`src/rtl/absa_pkg.sv`:
```
// Shared types, constants and helpers of the aligned bitmap segment allocator.
package absa_pkg;

  localparam int NUM_SEGMENTS  = 4096;
  localparam int MAP_WORD_BITS = 64;
  localparam int ADDR_BITS     = 48;

  localparam int MAP_WORDS = (NUM_SEGMENTS + MAP_WORD_BITS - 1) / MAP_WORD_BITS;
  localparam int SEG_W     = $clog2(NUM_SEGMENTS + 1);
  localparam int WIDX_W    = (MAP_WORDS > 1) ? $clog2(MAP_WORDS) : 1;
  localparam int BIT_W     = $clog2(MAP_WORD_BITS);
  localparam int LEN_W     = $clog2(SEG_W + 1);

  localparam int SHIFT_SMALL = 6;
  localparam int SHIFT_LARGE = 12;
  localparam int CAP_SMALL   = 6;
  localparam int CAP_LARGE   = 8;
  localparam int ALIGN_W     = CAP_LARGE;

  localparam int REQ_W   = 2;
  localparam int SIZE_W  = 40;
  localparam int FADDR_W = 48;
  localparam int BASE_W  = 42;
  localparam int CNT_W   = 13;
  localparam int WIDE_W  = BASE_W + SEG_W + SHIFT_LARGE;
  localparam int PADDR_W = 5;
  localparam int PDATA_W = 64;

  typedef enum logic [REQ_W-1:0] {
    REQ_ALLOC = 2'd0,
    REQ_FREE  = 2'd1,
    REQ_QUERY = 2'd2,
    REQ_NONE  = 2'd3
  } req_t;

  typedef enum logic [1:0] {
    ST_OK       = 2'd0,
    ST_BAD_SIZE = 2'd1,
    ST_NO_SPACE = 2'd2,
    ST_BAD_ADDR = 2'd3
  } status_t;

  localparam logic [1:0] CFG_IDX_GRANULE = 2'd0;
  localparam logic [1:0] CFG_IDX_BASE    = 2'd1;
  localparam logic [1:0] CFG_IDX_COUNT   = 2'd2;

  typedef enum logic [3:0] {
    S_IDLE,
    S_CHECK,
    S_RD,
    S_LD,
    S_SCAN,
    S_SCAN_END,
    S_MRD,
    S_MLD,
    S_MWR,
    S_RESP
  } state_t;

  typedef struct packed {
    logic load;
    logic check;
    logic rd;
    logic rd_mark;
    logic ld;
    logic scan;
    logic wr;
    logic fin;
  } cmd_t;

  typedef struct packed {
    logic chk_scan;
    logic chk_mark;
    logic scan_last;
    logic word_last;
    logic found;
    logic mark_last;
    logic out_free;
  } stat_t;

  // number of significant bits of x
  function automatic logic [LEN_W-1:0] bit_len(input logic [SEG_W-1:0] x);
    logic [LEN_W-1:0] r;
    r = '0;
    for (int i = 0; i < SEG_W; i++) begin
      if (x[i]) r = LEN_W'(i + 1);
    end
    return r;
  endfunction

endpackage

```
`src/rtl/absa_ctrl.sv`:
```
// Sequencer of the allocator: request checks, map scan, map update, response.
module absa_ctrl import absa_pkg::*; (
  input  logic  clk,
  input  logic  rst_n,
  input  logic  in_valid,
  output logic  in_ready,
  input  stat_t stat,
  output cmd_t  cmd
);

  state_t state_r, state_nxt;

  always_ff @(posedge clk) begin
    if (!rst_n) begin
      state_r <= S_IDLE;
    end else begin
      state_r <= state_nxt;
    end
  end

  always_comb begin
    state_nxt = state_r;
    unique case (state_r)
      S_IDLE: begin
        if (in_valid) state_nxt = S_CHECK;
      end
      S_CHECK: begin
        if (stat.chk_scan)      state_nxt = S_RD;
        else if (stat.chk_mark) state_nxt = S_MRD;
        else                    state_nxt = S_RESP;
      end
      S_RD:  state_nxt = S_LD;
      S_LD:  state_nxt = S_SCAN;
      S_SCAN: begin
        if (stat.scan_last)      state_nxt = S_SCAN_END;
        else if (stat.word_last) state_nxt = S_RD;
      end
      S_SCAN_END: begin
        state_nxt = stat.found ? S_MRD : S_RESP;
      end
      S_MRD: state_nxt = S_MLD;
      S_MLD: state_nxt = S_MWR;
      S_MWR: begin
        state_nxt = stat.mark_last ? S_RESP : S_MRD;
      end
      S_RESP: begin
        if (stat.out_free) state_nxt = S_IDLE;
      end
      default: state_nxt = S_IDLE;
    endcase
  end

  always_comb begin
    cmd      = '0;
    in_ready = 1'b0;
    unique case (state_r)
      S_IDLE: begin
        in_ready = 1'b1;
        cmd.load = in_valid;
      end
      S_CHECK:    cmd.check   = 1'b1;
      S_RD:       cmd.rd      = 1'b1;
      S_LD:       cmd.ld      = 1'b1;
      S_SCAN:     cmd.scan    = 1'b1;
      S_SCAN_END: cmd         = '0;
      S_MRD:      cmd.rd_mark = 1'b1;
      S_MLD:      cmd.ld      = 1'b1;
      S_MWR:      cmd.wr      = 1'b1;
      S_RESP:     cmd.fin     = stat.out_free;
      default:    cmd         = '0;
    endcase
  end

endmodule

```
`config.mk`:
```
export PLATFORM = sky130hd
export DESIGN_NAME = absa_ctrl
export DESIGN_NICKNAME = d
export VERILOG_FILES = /design/src/rtl/absa_pkg.sv /design/src/rtl/absa_ctrl.sv
export SDC_FILE = /design/constraint.sdc
export NUM_CORES = 1
export LEC_CHECK = 0
export BUFFER_PORTS_ARGS = -buffer_cell sky130_fd_sc_hd__buf_2
export CORE_AREA = 2 2 39 41
export DETAILED_ROUTE_END_ITERATION = 12
export DIE_AREA = 0 0 41 43
export PLACE_DENSITY = 0.63
export REMOVE_ABC_BUFFERS = 1
export SLEW_MARGIN = 20
export SYNTH_ARGS = -nofsm -noshare
export SYNTH_HDL_FRONTEND = slang
export SYNTH_SLANG_ARGS = --single-unit
```
`constraint.sdc`:
```
create_clock -name clk -period 1.7 [get_ports clk]
set_input_delay 0.425 -clock clk [delete_from_list [all_inputs] [get_ports clk]]
set_output_delay 0.425 -clock clk [all_outputs]
set_load 0.02 [all_outputs]
```
# --- Yosys cells after proc, flatten, opt, wreduce, memory -nomap -nowiden ---
# Cells that the tools add are included.
op_classes:
  n_eq_ne: 12
  muxes: 18
  reduce_logical: 3
ops:
  columns: ["op", "n"]
  rows:
  - ["one-hot mux 4 bit (10 select lines)", 1]
  - ["two-way mux 4 bit", 8]
  - ["equality test 4 x 3 -> 1 bit (second input constant)", 4]
  - ["two-way mux 1 bit", 9]
  - ["equality test 4 x 2 -> 1 bit (second input constant)", 2]
  - ["equality test 4 bit (second input constant)", 2]
  - ["equality test 4 x 1 -> 1 bit (second input constant)", 1]
  - ["zero test 4 bit", 1]
  - ["inequality test 2 bit (second input constant)", 2]
  - ["inequality test 3 bit (second input constant)", 1]
  - ["AND reduction 3 bit", 1]
  - ["OR reduction 2 bit", 1]
totals:
  register_bits: 4
  output_inout_bits: 9
  wordCells: 34

# --- Depth between registers and ports, before layout ---
# Gate-level depths: netlist of run 1.
logic_depth:
  word_depth: 3
  mapped_depth: 5
  depth_no_buf: 4

# --- Worst setup path after synthesis of run 1 ---
# Ideal clock, no wire load.
synth_timing:
  kind: "register -> output"
  start: "reg state_r[0]"
  end: "out cmd[7] in the netlist's numbering"
  t_arrival_ps: 1600
  path_slack_ps: -325
  stages_incl_launch_ff: 4
  path_buffers: 1
  cell_sequence: "dfxtp_1 buf_2 nor4_1 and2_1"
synth_rtl:
  columns: ["element", "line_no", "text"]
  rows:
  - ["from (decl)", "absa_ctrl.sv:11", "state_t state_r, state_nxt;"]
  - ["from (signal assigned)", "absa_ctrl.sv:17", "state_r <= state_nxt;"]
  - ["to (decl)", "absa_ctrl.sv:8", "output cmd_t cmd"]

==> impl_metrics.env, run 1 <==
export IMPL_outcome="finished with violations"
export IMPL_violations="negative setup slack"
export IMPL_synthFlopType="dfxtp_1"
export IMPL_netlist_area_um2=415
export IMPL_synth_cell_types=31
export IMPL_postRouteAntennaNets=0
export IMPL_final_common_cell="buf_2"
export IMPL_grt_ovfl_total=0
export IMPL_clk_path_buf_depth=2
export IMPL_synth_edf_count=0
export IMPL_wl_per_cell_um=12.4
export IMPL_relSlewSlack_pct=77.8
export IMPL_firstDrtPassIters=4
export IMPL_routed_wl_um=1090
export IMPL_cpMostUsedCell="buf_4"
export IMPL_cts_tree="done"
export IMPL_crit_path_start_kind="flop"
export IMPL_r2r_start="state_r[2]$_SDFFE_PN0P_"
export IMPL_portBuffers=18
export IMPL_dp_slack_ns=0.0980
export IMPL_core_um2=1380
export IMPL_clk_pin_slew_ns=0.03
export IMPL_synthTopCellsByArea="dfxtp_1 (19%), nor2_1 (4.5%), a2bb2oi_1 (4.2%)"
export IMPL_clkLatencyLatePin_ns=0.23
export IMPL_antenna_found_initial=0
export IMPL_crit_path_top_delay_cell="dfxtp_4"
export IMPL_cts_setup_buffers=0
export IMPL_num_fill_cells=143
export IMPL_hold_depth=2
export IMPL_r2r_end="state_r[0]$_SDFFE_PN0P_"
export IMPL_finalWeightedCongestion=0.810
export IMPL_hold_path_class="in -> reg"
export IMPL_drive_above_1_share_pct=54.2
export IMPL_worstSetupPathType="reg -> out"
export IMPL_grt_pass1_vias=406
export IMPL_tns_ns=-0.0262
export IMPL_hpwlAfterDp_um=789
export IMPL_grt_start_max_net_pins=15
export IMPL_synth_top_area_cell="dfxtp_1"
export IMPL_cap_viol_max_count=0
export IMPL_fin_skew_ns=0.00127
export IMPL_die_area_um2=1760
export IMPL_cts_htree_levels=1
export IMPL_period_needed_ns=1.73
export IMPL_cp_max_fo=10
export IMPL_grt_use_total_pct=13.7
export IMPL_fmax_mhz=579
export IMPL_num_io_pins=19
export IMPL_r2r_worst_path_cells=4
export IMPL_reg2reg_slack_ns=0.27
export IMPL_fp_dieH_um=43
export IMPL_p_per_area_nw_per_um2=1190
export IMPL_final_cell_mix="buf_2 (15), buf_4 (6), nor2_1 (4)"
export IMPL_peakVddDrop_uv=553
export IMPL_final_net_count=84
export IMPL_drtIter0Drc=9
export IMPL_ys_ff_latch=4
export IMPL_via_count=463
export IMPL_min_from="stat[0]"
export IMPL_synth_top_area_share_pct=19.3
export IMPL_post_route_cell_area_um2=597
export IMPL_avgSynthCellArea_um2=7.99
export IMPL_row_count=14
export IMPL_clock_sinks=4
export IMPL_grt_pass1_wl_um=1660
export IMPL_area_delta_synth_final_pct=43.7
export IMPL_cts_root_buf="clkbuf_4"
export IMPL_end_kind="output port"
export IMPL_required_ns=1.27
export IMPL_numCtsBuffers=3
export IMPL_grt_setup_unrepaired="true"
export IMPL_min_to="state_r[0]$_SDFFE_PN0P_"
export IMPL_path_cells="buf_4 -> nor4_4 -> and2_1 -> buf_4"
export IMPL_top_register="state_r"
export IMPL_finalHoldViolations=0
export IMPL_path_buf_inv=2
export IMPL_synth_cells=52
export IMPL_setup_viol=1
export IMPL_vias_per_cell=5.26
export IMPL_slew_viol_final=0
export IMPL_drc_errors=0
export IMPL_worstPathArrival_ns=1.30
export IMPL_period_share_pct=102
export IMPL_setup_ws_ns=-0.0262
export IMPL_yosys_warnings=0
export IMPL_initial_utilization_pct=30.0
export IMPL_crit_family="simple AND/OR/NAND/NOR gates"
export IMPL_synth_seq_area_share_pct=19.3
export IMPL_tightest_slew_ns=0.329
export IMPL_largest_reg_flops=4
export IMPL_die_w_um=41
export IMPL_async_reset_ff_share_pct=0
export IMPL_diodes=0
export IMPL_critical_path_max_stage_delay_ns=0.37
export IMPL_postPlaceCellArea_um2=522
export IMPL_p_leak_nw=0.285
export IMPL_largestRegisters="state_r x4"
[where the power goes]
group          switching (W)  internal (W)  total, W
Sequential         0.0000718      0.000128  0.000199
Clock              0.0000356     0.0000788  0.000114
Combinational       0.000200      0.000197  0.000397
[cell families (layout without fill, tap and decap cells)]
group,count (synthesis),after routing,synth area share [%]
AO/OA/AOI/OAI,11,11,22.3
flip-flops,4,4,19.3
buffers and inverters,7,27,9.03
multiplexers,1,1,2.41
AND/OR/NAND/NOR,29,29,47.0
[worst max-delay path by stage]
stage               endpoint  slack (ns)  cells past startpoint                    start
finish                cmd[7]       -0.03                      4  state_r[3]$_SDFFE_PN0P_
CTS                   cmd[7]       -0.03                      4  state_r[3]$_SDFFE_PN0P_
detailed placement    cmd[1]         0.1                      3  state_r[3]$_SDFFE_PN0P_
global route          cmd[7]       -0.07                      4  state_r[3]$_SDFFE_PN0P_
floorplan             cmd[7]       -0.26                      2  state_r[0]$_SDFFE_PN0P_
global placement      cmd[7]        0.14                      4  state_r[3]$_SDFFE_PN0P_
[metrics by stage]
stage	utilization [%]	power [W]	hold slack, ns	std cells
final	43.1	0.000711	0.435	88
after global routing	43.1	0.000763	0.465	88
after CTS	41.1	0.000675	0.427	88
after detailed placement	37.7	0.000528	0.595	85
after global placement	37.7	0.000527	0.599	85
after floorplan	-	0.000409	0.542	48
[timing repair]
action / in CTS / in global routing
hold buffers: 0 / 0
endpoints found under the setup margin: 8 / 7
gates resized for setup: 9 / 7
pin swaps: 0 / 1
[synthesized netlist by cell type (2+ instances only)]
master     n
nor3_1     3
a2bb2oi_1  2
buf_2      3
nor2_1     5
inv_1      3
and2_1     2
nor3b_1    2
o21ai_0    3
nand2_1    3
dfxtp_1    4
nor2b_1    2
[routing by layer]
| metal | global-route usage (%) | vias to the layer above | part of all wire, % |
|---|---|---|---|
| li1 | - | 233 | - |
| met1 | 17.9 | 210 | 43 |
| met2 | 19.7 | 18 | 49 |
| met3 | 1.57 | 2 | 6.3 |
| met4 | 10.0 | 0 | 1.3 |
| met5 | 0 | - | 0 |
[layout make-up]
| class | instances | area [um2] | share of cell area (%) |
|---|---|---|---|
| Multi-Input combinational cell | 41 | 330 | 55.3 |
| Timing Repair Buffer | 21 | 120 | 20.1 |
| Sequential cell | 4 | 92.6 | 15.5 |
| Clock buffer | 3 | 22.5 | 3.77 |
| Tap cell | 16 | 20.0 | 3.35 |
| Inverter | 3 | 11.3 | 1.89 |
Note: power is estimated with default switching activity, not from simulation.
==> inputs of run 2 (changes only) <==
==> constraint.sdc (replaced) <==
create_clock -name clk -period 1.7 [get_ports clk]
set_input_delay 0.425 -clock clk [delete_from_list [all_inputs] [get_ports clk]]
set_output_delay 0.425 -clock clk [all_outputs]
set_load 0.05 [all_outputs]
==> impl_metrics.env, run 2 (synthesized netlist as in run 1, its figures left out) <==
export IMPL_p_sw_w=0.000455
export IMPL_regArea_um2=92.6
export IMPL_r2r_end="state_r[1]$_SDFFE_PN0P_"
export IMPL_largest_reg_flops=4
export IMPL_drc_errors=0
export IMPL_min_to="state_r[0]$_SDFFE_PN0P_"
export IMPL_critical_path_max_stage_delay_ns=0.38
export IMPL_end_kind="output port"
export IMPL_final_common_cell="buf_2"
export IMPL_row_count=14
export IMPL_worstSetupPathType="reg -> out"
export IMPL_p_per_area_nw_per_um2=1310
export IMPL_crit_path_top_delay_cell="dfxtp_4"
export IMPL_r2r_worst_path_cells=5
export IMPL_crit_path_start_kind="flop"
export IMPL_diodes=0
export IMPL_clkLatencyLatePin_ns=0.23
export IMPL_clock_sinks=4
export IMPL_grt_setup_unrepaired="true"
export IMPL_p_leak_nw=0.323
export IMPL_intPower_w=0.000471
export IMPL_multi_input_area_um2=350
export IMPL_peakVddDrop_uv=885
export IMPL_finalHoldViolations=0
export IMPL_grt_ovfl_total=0
export IMPL_core_um2=1380
export IMPL_cp_max_fo=6
export IMPL_relSlewSlack_pct=78.5
export IMPL_outcome="finished with violations"
export IMPL_cts_root_buf="clkbuf_4"
export IMPL_clk_pin_slew_ns=0.04
export IMPL_cts_tree="done"
export IMPL_postRouteAntennaNets=0
export IMPL_reg2reg_slack_ns=0.16
export IMPL_antenna_found_initial=0
export IMPL_cpMostUsedCell="buf_6"
export IMPL_min_from="stat[0]"
export IMPL_tightest_slew_ns=0.320
export IMPL_setup_viol=2
export IMPL_via_count=484
export IMPL_numCtsBuffers=3
export IMPL_post_route_cell_area_um2=706
export IMPL_clk_path_buf_depth=2
export IMPL_largestRegisters="state_r x4"
export IMPL_grt_start_max_net_pins=15
export IMPL_hpwlAfterDp_um=794
export IMPL_dp_slack_ns=0.00383
export IMPL_hold_depth=2
export IMPL_violations="negative setup slack"
export IMPL_hold_buffers=0
export IMPL_worstPathArrival_ns=1.35
export IMPL_initial_utilization_pct=30.0
export IMPL_die_w_um=41
export IMPL_final_net_count=91
export IMPL_portBuffers=18
export IMPL_vias_per_cell=5.09
export IMPL_clockPowerShare_pct=12.8
export IMPL_grt_use_total_pct=16.2
export IMPL_drive_above_1_share_pct=60.8
export IMPL_fmax_mhz=563
export IMPL_drtIter0Drc=10
export IMPL_area_delta_synth_final_pct=69.9
export IMPL_setup_ws_ns=-0.0777
export IMPL_r2r_start="state_r[3]$_SDFFE_PN0P_"
export IMPL_cts_htree_levels=1
export IMPL_period_needed_ns=1.78
export IMPL_num_io_pins=19
export IMPL_hold_path_class="in -> reg"
export IMPL_period_share_pct=105
export IMPL_seq_power_share_pct=21.8
export IMPL_firstDrtPassIters=4
export IMPL_routed_wl_um=1220
export IMPL_comb_power_share_pct=65.4
export IMPL_num_fill_cells=130
export IMPL_die_area_um2=1760
export IMPL_grt_pass1_vias=462
export IMPL_final_cell_mix="buf_2 (11), buf_4 (10), buf_6 (7)"
export IMPL_top_register="state_r"
export IMPL_grt_pass1_wl_um=1970
export IMPL_required_ns=1.27
export IMPL_path_cells="buf_6 -> or3b_4 -> nor2_4 -> buf_6"
export IMPL_wl_per_cell_um=12.8
export IMPL_fp_dieH_um=43
export IMPL_p_sw_share_pct=49.2
export IMPL_finalWeightedCongestion=0.801
export IMPL_fin_skew_ns=0.000316
export IMPL_cap_viol_max_count=0
export IMPL_slew_viol_final=0
export IMPL_postPlaceCellArea_um2=529
-- run 2: changes by cell type in the layout (fill, tap and decap cells not counted), moves of 2 or more --
cell / before / now
nor2_4: 0 / 2
buf_6: 0 / 7
buf_2: 15 / 11
buf_4: 6 / 10
-- run 2: worst max-delay path by stage --
stage / from / end / slack [ns] / cells after the start
2_1_floorplan: state_r[0]$_SDFFE_PN0P_ / cmd[7] / -1.33 / 2
3_3_place_gp: state_r[3]$_SDFFE_PN0P_ / cmd[5] / 0.03 / 6
3_5_place_dp: state_r[3]$_SDFFE_PN0P_ / cmd[5] / 0.004 / 6
4_1_cts: state_r[3]$_SDFFE_PN0P_ / cmd[1] / -0.08 / 4
5_1_grt: state_r[3]$_SDFFE_PN0P_ / cmd[1] / -0.12 / 4
6_report: state_r[3]$_SDFFE_PN0P_ / cmd[1] / -0.08 / 4
-- run 2: critical path, delay by kind of cell (launching register included) --
kind | cells | cell delay, ns
simple gates | 2 | 0.47
buf+inv | 2 | 0.26
flops | 1 | 0.38
-- run 2: layout make-up --
| class | count | share of cell area (%) |
|---|---|---|
| inverter | 3 | 1.60 |
| clock buffer | 3 | 3.19 |
| sequential | 4 | 13.1 |
| multi-input combinational | 41 | 49.6 |
| tap | 16 | 2.84 |
| timing repair buffer | 28 | 29.6 |
-- run 2: repair_timing --
action	CTS	global route
resized for setup	23	11
pin swaps	2	2
endpoints found under the setup margin	9	9
setup buffers	3	3
-- run 2: per-layer routing --
metal  wire (um)  vias to the layer above  share of wire [%]  GRT usage, %
met3          51                        2                4.2          3.14
met2         638                       18                 52          23.4
met4           6                        0               0.49          8.67
li1            -                      247                  -             -
met5           0                        -                  0             0
met1         520                      217                 43          21.5
-- run 2: power by group through the flow --
stage	combinational [W]	sequential (W)	clock (W)
after floorplan	0.000350	0.000173	0
after global placement	0.000475	0.000171	0
after detailed placement	0.000475	0.000173	0
after CTS	0.000544	0.000185	0.000120
after global routing	0.000644	0.000209	0.000125
final	0.000606	0.000202	0.000119
-- run 2: per-stage QoR --
stage | utilization [%] | setup TNS (ns) | hold WS, ns | total power [W] | std cells
floorplan | - | -5.50 | 0.542 | 0.000522 | 48
global placement | 38.2 | 0 | 0.674 | 0.000646 | 86
detailed placement | 38.2 | 0 | 0.674 | 0.000648 | 86
CTS | 46.1 | -0.207 | 0.427 | 0.000848 | 92
global route | 51.0 | -0.297 | 0.433 | 0.000977 | 95
finish | 51.0 | -0.139 | 0.427 | 0.000927 | 95
